===== src/sv/qeadec_pkg.sv =====
// ---------------------------------------------------------------------------
// qeadec_pkg
// Types, codes and lookup tables shared by the quadrature decoder modules.
// ---------------------------------------------------------------------------
package qeadec_pkg;

	localparam logic [3:0]  CountCap   = 4'd12;
	localparam logic [3:0]  FastAfter  = 4'd6;
	localparam logic [7:0]  SpeedFast  = 8'd51;
	localparam logic [31:0] DecayMs    = 32'd100;
	localparam logic [31:0] IdleMs     = 32'd500;
	localparam logic [31:0] DetentTimeReset = 32'd500;
	localparam logic [2:0]  TypeMax    = 3'd4;

	localparam logic [1:0] CFG_ENCODER_TYPE = 2'd0;
	localparam logic [1:0] CFG_FAST_LIMIT   = 2'd1;
	localparam logic [1:0] CFG_MAX_POSITION = 2'd2;
	localparam logic [1:0] CFG_DEVICE_ID    = 2'd3;

	typedef enum logic [2:0] {
		EV_NONE      = 3'd0,
		EV_UP_SLOW   = 3'd1,
		EV_DOWN_SLOW = 3'd2,
		EV_UP_FAST   = 3'd3,
		EV_DOWN_FAST = 3'd4
	} turn_event_t;

	typedef struct packed {
		logic [2:0]  encoder_type;
		logic [7:0]  fast_limit;
		logic [14:0] max_position;
		logic [7:0]  device_id;
	} cfg_t;

	typedef struct packed {
		logic [1:0]         prev_pins;
		logic signed [15:0] fine_position;
		logic signed [15:0] detent_position;
		logic signed [15:0] reported_position;
		logic [3:0]         detent_count;
		logic [31:0]        last_decay_time;
		logic [31:0]        detent_time;
		logic [31:0]        detent_time_prev;
	} dec_state_t;

	typedef struct packed {
		turn_event_t        turn_event;
		logic [7:0]         event_device;
		logic signed [15:0] position_out;
	} result_t;

	// direction from {previous pins, current pins}
	function automatic logic signed [1:0] dir_lookup(input logic [3:0] idx);
		logic signed [1:0] d;
		case (idx)
			4'd1, 4'd7, 4'd8, 4'd14: d = -2'sd1;
			4'd2, 4'd4, 4'd11, 4'd13: d = 2'sd1;
			default: d = 2'sd0;
		endcase
		return d;
	endfunction

	function automatic logic [3:0] detent_mask(input logic [2:0] enc_type);
		logic [3:0] m;
		case (enc_type)
			3'd0: m = 4'h8;
			3'd1: m = 4'h1;
			3'd2: m = 4'h9;
			3'd3: m = 4'h6;
			default: m = 4'hF;
		endcase
		return m;
	endfunction

	function automatic logic [1:0] res_shift(input logic [2:0] enc_type);
		logic [1:0] s;
		case (enc_type)
			3'd0, 3'd1: s = 2'd2;
			3'd2, 3'd3: s = 2'd1;
			default: s = 2'd0;
		endcase
		return s;
	endfunction

endpackage


===== src/sv/qeadec_step.sv =====
// ---------------------------------------------------------------------------
// qeadec_step
// Next-state and result logic for one encoder poll: count decay, transition
// decode, acceleration, detent update, event classification, overflow guard.
// ---------------------------------------------------------------------------
module qeadec_step
	import qeadec_pkg::*;
(
	input  cfg_t        cfg,
	input  dec_state_t  cur,
	input  logic        sig_a,
	input  logic        sig_b,
	input  logic [31:0] now_ms,
	output dec_state_t  nxt,
	output result_t     res
);

	logic [2:0]         enc_type;
	logic [1:0]         sh;
	logic [3:0]         dmask;
	logic [1:0]         pins;
	logic [31:0]        since_decay;
	logic [31:0]        since_detent;
	logic [3:0]         count_dec;
	logic [31:0]        last_dec;
	logic signed [1:0]  dir;
	logic [7:0]         step_mag;
	logic signed [15:0] fine_new;
	logic signed [15:0] detent_new;
	logic [3:0]         count_new;
	logic [31:0]        dtime_new;
	logic [31:0]        dtime_prev_new;
	logic signed [15:0] delta;
	logic               up;
	logic [16:0]        mag;
	logic               fast;
	logic signed [17:0] guard_sum;
	logic signed [17:0] lim;
	logic               ovf;
	turn_event_t        ev;

	assign enc_type     = (cfg.encoder_type > TypeMax) ? TypeMax : cfg.encoder_type;
	assign sh           = res_shift(enc_type);
	assign dmask        = detent_mask(enc_type);
	assign pins         = {sig_b, sig_a};
	assign since_decay  = now_ms - cur.last_decay_time;
	assign since_detent = now_ms - cur.detent_time_prev;

	// decay the detent count, or clear it after a long idle gap
	always_comb begin
		count_dec = cur.detent_count;
		last_dec  = cur.last_decay_time;
		if (since_decay > DecayMs && cur.detent_count > 4'd1) begin
			last_dec  = now_ms;
			count_dec = cur.detent_count - 4'd1;
		end else if (since_detent > IdleMs) begin
			last_dec  = now_ms;
			count_dec = 4'd0;
		end
	end

	assign dir      = dir_lookup({cur.prev_pins, pins});
	assign step_mag = ((count_dec > FastAfter) ? SpeedFast : 8'd1) << sh;

	always_comb begin
		fine_new       = cur.fine_position;
		detent_new     = cur.detent_position;
		count_new      = count_dec;
		dtime_new      = cur.detent_time;
		dtime_prev_new = cur.detent_time_prev;
		if (pins != cur.prev_pins) begin
			if (dir > 2'sd0)
				fine_new = cur.fine_position + $signed({8'd0, step_mag});
			else if (dir < 2'sd0)
				fine_new = cur.fine_position - $signed({8'd0, step_mag});
			if (dmask[pins]) begin
				dtime_prev_new = cur.detent_time;
				dtime_new      = now_ms;
				detent_new     = fine_new >>> sh;
				count_new      = (count_dec >= CountCap) ? CountCap : count_dec + 4'd1;
			end
		end
	end

	assign delta     = detent_new - cur.reported_position;
	assign up        = !delta[15];
	assign mag       = up ? {1'b0, delta} : 17'(-$signed({delta[15], delta}));
	assign fast      = mag >= {9'd0, cfg.fast_limit};
	assign guard_sum = $signed({{2{detent_new[15]}}, detent_new})
	                 + $signed({delta[15], delta, 1'b0});
	assign lim       = $signed({3'd0, cfg.max_position});
	assign ovf       = up ? (guard_sum > lim) : (guard_sum < -lim);

	always_comb begin
		nxt                   = cur;
		nxt.prev_pins         = pins;
		nxt.fine_position     = fine_new;
		nxt.detent_position   = detent_new;
		nxt.reported_position = cur.reported_position;
		nxt.detent_count      = count_new;
		nxt.last_decay_time   = last_dec;
		nxt.detent_time       = dtime_new;
		nxt.detent_time_prev  = dtime_prev_new;
		ev                    = EV_NONE;
		if (detent_new != cur.reported_position) begin
			if (fast)
				ev = up ? EV_UP_FAST : EV_DOWN_FAST;
			else
				ev = up ? EV_UP_SLOW : EV_DOWN_SLOW;
			// wrap back to zero before the position runs past the guard
			if (ovf) begin
				nxt.fine_position   = {14'd0, fine_new[1:0]};
				nxt.detent_position = 16'sd0;
			end
			nxt.reported_position = nxt.detent_position;
		end
	end

	always_comb begin
		res.turn_event   = ev;
		res.event_device = (ev != EV_NONE) ? cfg.device_id : 8'd0;
		res.position_out = nxt.detent_position;
	end

endmodule


===== src/sv/quadrature_encoder_accel_decoder_top.sv =====
// ---------------------------------------------------------------------------
// quadrature_encoder_accel_decoder_top
// Polled quadrature decoder with detent acceleration and turn events.
// ---------------------------------------------------------------------------
// Usage:
//   Input channel (in_valid/in_ready) carries one poll: sig_a, sig_b (already
//   inverted pin levels) and now_ms. Output channel (out_valid/out_ready)
//   returns exactly one result per poll: turn_event, event_device and the
//   detent position after that poll.
//   The config port writes a register at any edge with cfg_we high; write it
//   only while no poll is in flight.
//   Path: a poll transferred into the input register is evaluated against the
//   decoder state and lands in the result register. Throughput: one poll per
//   cycle while the receiver keeps up, set by the combinational state update
//   between input and result registers.
//   When the receiver stalls, the result register holds and the input
//   register still takes one more poll; in_ready drops only when both are
//   full.
//   Reset clears all positions, the detent count and the timers (detent time
//   starts at 500 ms) and restores the register defaults: encoder type 0,
//   fast limit 50, max position 8000, device id 0.
// ---------------------------------------------------------------------------
module quadrature_encoder_accel_decoder_top
	import qeadec_pkg::*;
(
	input  logic        clk,
	input  logic        arst_n,
	input  logic        cfg_we,
	input  logic [1:0]  cfg_index,
	input  logic [14:0] cfg_data,
	input  logic        in_valid,
	output logic        in_ready,
	input  logic        sig_a,
	input  logic        sig_b,
	input  logic [31:0] now_ms,
	output logic        out_valid,
	input  logic        out_ready,
	output logic [2:0]  turn_event,
	output logic [7:0]  event_device,
	output logic signed [15:0] position_out
);

	cfg_t        cfg_q;
	dec_state_t  state_q;
	dec_state_t  state_nxt;
	result_t     res;

	logic        valid_s1;
	logic        sig_a_s1;
	logic        sig_b_s1;
	logic [31:0] now_s1;
	logic        valid_s2;
	result_t     res_s2;
	logic        advance;

	assign advance  = valid_s1 && (!valid_s2 || out_ready);
	assign in_ready = !valid_s1 || advance;

	always_ff @(posedge clk or negedge arst_n) begin
		if (!arst_n) begin
			cfg_q.encoder_type <= 3'd0;
			cfg_q.fast_limit   <= 8'd50;
			cfg_q.max_position <= 15'd8000;
			cfg_q.device_id    <= 8'd0;
		end else if (cfg_we) begin
			case (cfg_index)
				CFG_ENCODER_TYPE: cfg_q.encoder_type <= cfg_data[2:0];
				CFG_FAST_LIMIT:   cfg_q.fast_limit   <= cfg_data[7:0];
				CFG_MAX_POSITION: cfg_q.max_position <= cfg_data;
				CFG_DEVICE_ID:    cfg_q.device_id    <= cfg_data[7:0];
				default: ;
			endcase
		end
	end

	// input register
	always_ff @(posedge clk or negedge arst_n) begin
		if (!arst_n) begin
			valid_s1 <= 1'b0;
		end else if (in_ready) begin
			valid_s1 <= in_valid;
		end
	end

	always_ff @(posedge clk) begin
		if (in_ready && in_valid) begin
			sig_a_s1 <= sig_a;
			sig_b_s1 <= sig_b;
			now_s1   <= now_ms;
		end
	end

	qeadec_step u_step (
		.cfg    (cfg_q),
		.cur    (state_q),
		.sig_a  (sig_a_s1),
		.sig_b  (sig_b_s1),
		.now_ms (now_s1),
		.nxt    (state_nxt),
		.res    (res)
	);

	// decoder state advances once per evaluated poll
	always_ff @(posedge clk or negedge arst_n) begin
		if (!arst_n) begin
			state_q.prev_pins         <= 2'd0;
			state_q.fine_position     <= 16'sd0;
			state_q.detent_position   <= 16'sd0;
			state_q.reported_position <= 16'sd0;
			state_q.detent_count      <= 4'd0;
			state_q.last_decay_time   <= 32'd0;
			state_q.detent_time       <= DetentTimeReset;
			state_q.detent_time_prev  <= 32'd0;
		end else if (advance) begin
			state_q <= state_nxt;
		end
	end

	// result register
	always_ff @(posedge clk or negedge arst_n) begin
		if (!arst_n) begin
			valid_s2 <= 1'b0;
		end else if (advance) begin
			valid_s2 <= 1'b1;
		end else if (out_ready) begin
			valid_s2 <= 1'b0;
		end
	end

	always_ff @(posedge clk) begin
		if (advance) begin
			res_s2 <= res;
		end
	end

	assign out_valid    = valid_s2;
	assign turn_event   = res_s2.turn_event;
	assign event_device = res_s2.event_device;
	assign position_out = res_s2.position_out;

	a_count_capped: assert property (@(posedge clk) disable iff (!arst_n)
		state_q.detent_count <= CountCap)
		else $error("detent count above cap");

	a_reported_tracks: assert property (@(posedge clk) disable iff (!arst_n)
		state_q.reported_position == state_q.detent_position)
		else $error("reported position out of step with detent position");

	a_no_device_without_event: assert property (@(posedge clk) disable iff (!arst_n)
		(valid_s2 && res_s2.turn_event == EV_NONE) |-> (res_s2.event_device == 8'd0))
		else $error("device id sent without an event");

	a_position_matches_state: assert property (@(posedge clk) disable iff (!arst_n)
		$past(advance) |-> (res_s2.position_out == state_q.detent_position))
		else $error("result position differs from decoder state");

endmodule


===== config.mk =====
export PLATFORM = sky130hd
export DESIGN_NAME = quadrature_encoder_accel_decoder_top
export DESIGN_NICKNAME = d
export VERILOG_FILES = /design/src/sv/qeadec_pkg.sv /design/src/sv/qeadec_step.sv /design/src/sv/quadrature_encoder_accel_decoder_top.sv
export SDC_FILE = /design/constraint.sdc
export NUM_CORES = 1
export LEC_CHECK = 0
export BUFFER_PORTS_ARGS = -buffer_cell sky130_fd_sc_hd__buf_4
export CAP_MARGIN = 40
export CORE_MARGIN = 2
export CORE_UTILIZATION = 65
export DETAILED_ROUTE_END_ITERATION = 8
export PLACE_DENSITY = 0.93
export SETUP_SLACK_MARGIN = 0.4
export SLEW_MARGIN = 10
export SYNTH_ARGS = -nofsm -noshare
export SYNTH_HDL_FRONTEND = slang
export SYNTH_SLANG_ARGS = --single-unit

===== constraint.sdc =====
create_clock -name clk -period 27.5 [get_ports clk]
set_clock_uncertainty 0.2 [all_clocks]
set_input_delay 2.75 -clock clk [delete_from_list [all_inputs] [get_ports clk]]
set_output_delay 2.75 -clock clk [all_outputs]
set_load 0.02 [all_outputs]

==> results.txt <==
Status - complete, no violations
Distinct cells, synth - 93
Sequential share of the synthesized area - 35.5%
Post-synthesis xor/xnor area fraction - 4.97%
Total clock buffers created by CTS - 26
Vias per inst - 6.47
Initial core utilization - 66.0%
Crit Path Max Fanout - 21
Congestion Overflow GR - 0
Synth Area in Simple Gates - 17.5%
Largest net degree at the start of global routing - 93
Post-detail-place hpwl - 37300 um
Max Slew Vio Count - 0
Clk Latency, worst-skew pair - 0.55 ns
Total track usage - 34.6%
Hold WC Path Type - reg2reg
Final wirelength - 51000 um
CP endpoint kind - flop
Synth Area in Compound Gates - 19.7%
Worst rel slew slack - 35.6%
GPL Wtd Cong - 0.971
Number of global-route vias before repair - 15.7k
CP Class - reg2reg
Hold_ws - 0.267 ns
Final setup viols - 0
Post-synthesis mux area share - 5.68%
Clock slew at reported path FFs - 0.07 ns
Root Buffer Master - clkbuf_16
CTS Hold Buffers Added - 0
Depth of the CTS H-tree - 1
Crit-path most repeated cell - ha_1
Most frequent cells in the layout - nand2_1, dfrtp_1, inv_1
Synth async-reset ratio - 75.3%
Layout cells sized above 1 - 12.8%
Clk buf depth - 3
Layout Nets - 2351
Worst slew pin tran - 0.964 ns
Core area - 27800 um^2
Diodes inserted - 0
Fin crit period - 14.18 ns
Post-synthesis adder-cell area fraction - 11.6%
Avg Cell Area, Syn - 8.83 um^2
Filler cell count - 2008
Critical path's largest stage delay - 0.78 ns
Largest family of logic cells by synthesized area - compound AO/OA/AOI/OAI gates
Final Cycle Share - 51.6%
RSZ-0062 raised after global routing - false
Synth Flop Type - dfrtp_1
Yosys warnings - 0
Area Growth Syn to Fin - 10.7%
CP required - 27.56 ns
DIE HEIGHT - 172 um
Setup TNS - 0 ns
Slowest cell on the critical path - and2_1
Commonest non-fill, non-tap cell in the layout - nand2_1
Core Rows - 61
First-pass GRT wire length - 81700 um
DR WL/cell - 20.2 um
CTS tree - built
Post-route ant nets - 0
Seq cells post-synth - 247
Post-cts gate resize count - 0
Routed vias - 16.3k
Setup Fix Bufs, Post-CTS - 0
Pre-antenna DRT Iters - 6
Endpoints failing hold - 0
EDFF count, synth - 61
Startpoint types - flop
Sink Count - 247
Mapped cell area - 18300 um^2
Die Width - 172 um
Initial drt markers - 1710
WP data arrival - 14.24 ns
Port bufs - 84
Max Clock Freq - 70.5 MHz
Syn Nets - 2298
Drt drc - 0
Cells after synthesis - 2076
Antenna violations before repair - 0
Die ar. - 29600 um^2
IO Pins - 85
Maxcap violations - 0
-- worst paths after layout --
check | start | end | slack [ns] | cells after the start
setup / recovery | now_s1[0] | position_out[14] | 13.32 | 54
hold / removal | state_q[40] | state_q[40] | 0.27 | 2
setup reg to reg | now_s1[0] | position_out[14] | 13.32 | 54
min in group asynchronous | arst_n | state_q[3] | 1.92 | 1
max in group asynchronous | arst_n | state_q[40] | 23.83 | 4
hold reg to reg | state_q[40] | state_q[40] | 0.27 | 2
-- routing by layer --
| metal | global-route usage (%) | routed length, um |
|---|---|---|
| met1 | 48.8 | 21900 |
| met2 | 56.1 | 23800 |
| met3 | 4.49 | 3910 |
| met4 | 10.7 | 1400 |
| met5 | 0 | 0 |
-- cell usage after synthesis (all sizes together), types with 21 or more instances --
| cell | instances | area, um^2 |
|---|---|---|
| nand2 | 276 | 1040 |
| nand2b | 21 | 131 |
| nor2 | 119 | 447 |
| edfxtp | 61 | 1830 |
| o21bai | 22 | 165 |
| a211oi | 22 | 165 |
| mux2i | 23 | 230 |
| mux2 | 70 | 788 |
| a21oi | 144 | 724 |
| dfrtp | 171 | 4280 |
| nor2b | 29 | 181 |
| ha | 160 | 2000 |
| o21a | 21 | 158 |
| nor3 | 42 | 226 |
| o211ai | 23 | 173 |
| nand4 | 33 | 206 |
| nor4 | 21 | 159 |
| nand3 | 37 | 185 |
| clkbuf | 61 | 230 |
| inv | 165 | 622 |
| a21o | 36 | 270 |
| o21ai | 141 | 706 |
| xor2 | 31 | 272 |
| o31ai | 28 | 224 |
| xnor2 | 70 | 639 |
-- per-stage QoR --
stage                     utilization, %  worst slack [ns]  std cells  area (um^2)
after CTS                           72.9             13.73       2525        20200
after global routing                73.0             12.33       2527        20300
after global placement              69.2             13.94       2470        19200
after detailed placement            69.6             13.89       2477        19300
final                               73.0             13.32       2527        20300
after floorplan                        -             16.39       2076        18300
-- state kept, by name, indices dropped and copies added, names as in the netlist --
signal and count:
state_q 150, cfg_q 34, now_s1 32, out_valid 1, event_device 8, sig_a_s1 1, sig_b_s1 1, turn_event 3
position_out 16, valid_s1 1
-- cell families after synthesis --
group           Yosys count
buf+inv                 242
simple gates            669
xor+xnor                101
fa+ha+maj               166
compound gates          557
flops                   247
mux                      94
-- critical path: cells and delay by family, from the launching register on --
kind            cells  cell delay (ns)
compound gates     25             6.38
xor+xnor            3             0.35
fa+ha+maj           6             1.90
buf+inv             4             0.68
flops               1             0.35
simple gates       16             4.01
-- layout make-up --
class / count / area [um^2] / area share [%]
repair buffers: 102 / 862 / 4.25
flip-flops and latches: 247 / 6500 / 32.1
well taps: 378 / 473 / 2.33
clock buffers: 37 / 785 / 3.87
inverters: 165 / 622 / 3.07
clock inverters: 11 / 126 / 0.623
multi-input cells: 1587 / 10900 / 53.8
Power is not shown: default switching activity piles up to over one toggle a cycle in this logic, so the estimate is an artifact.
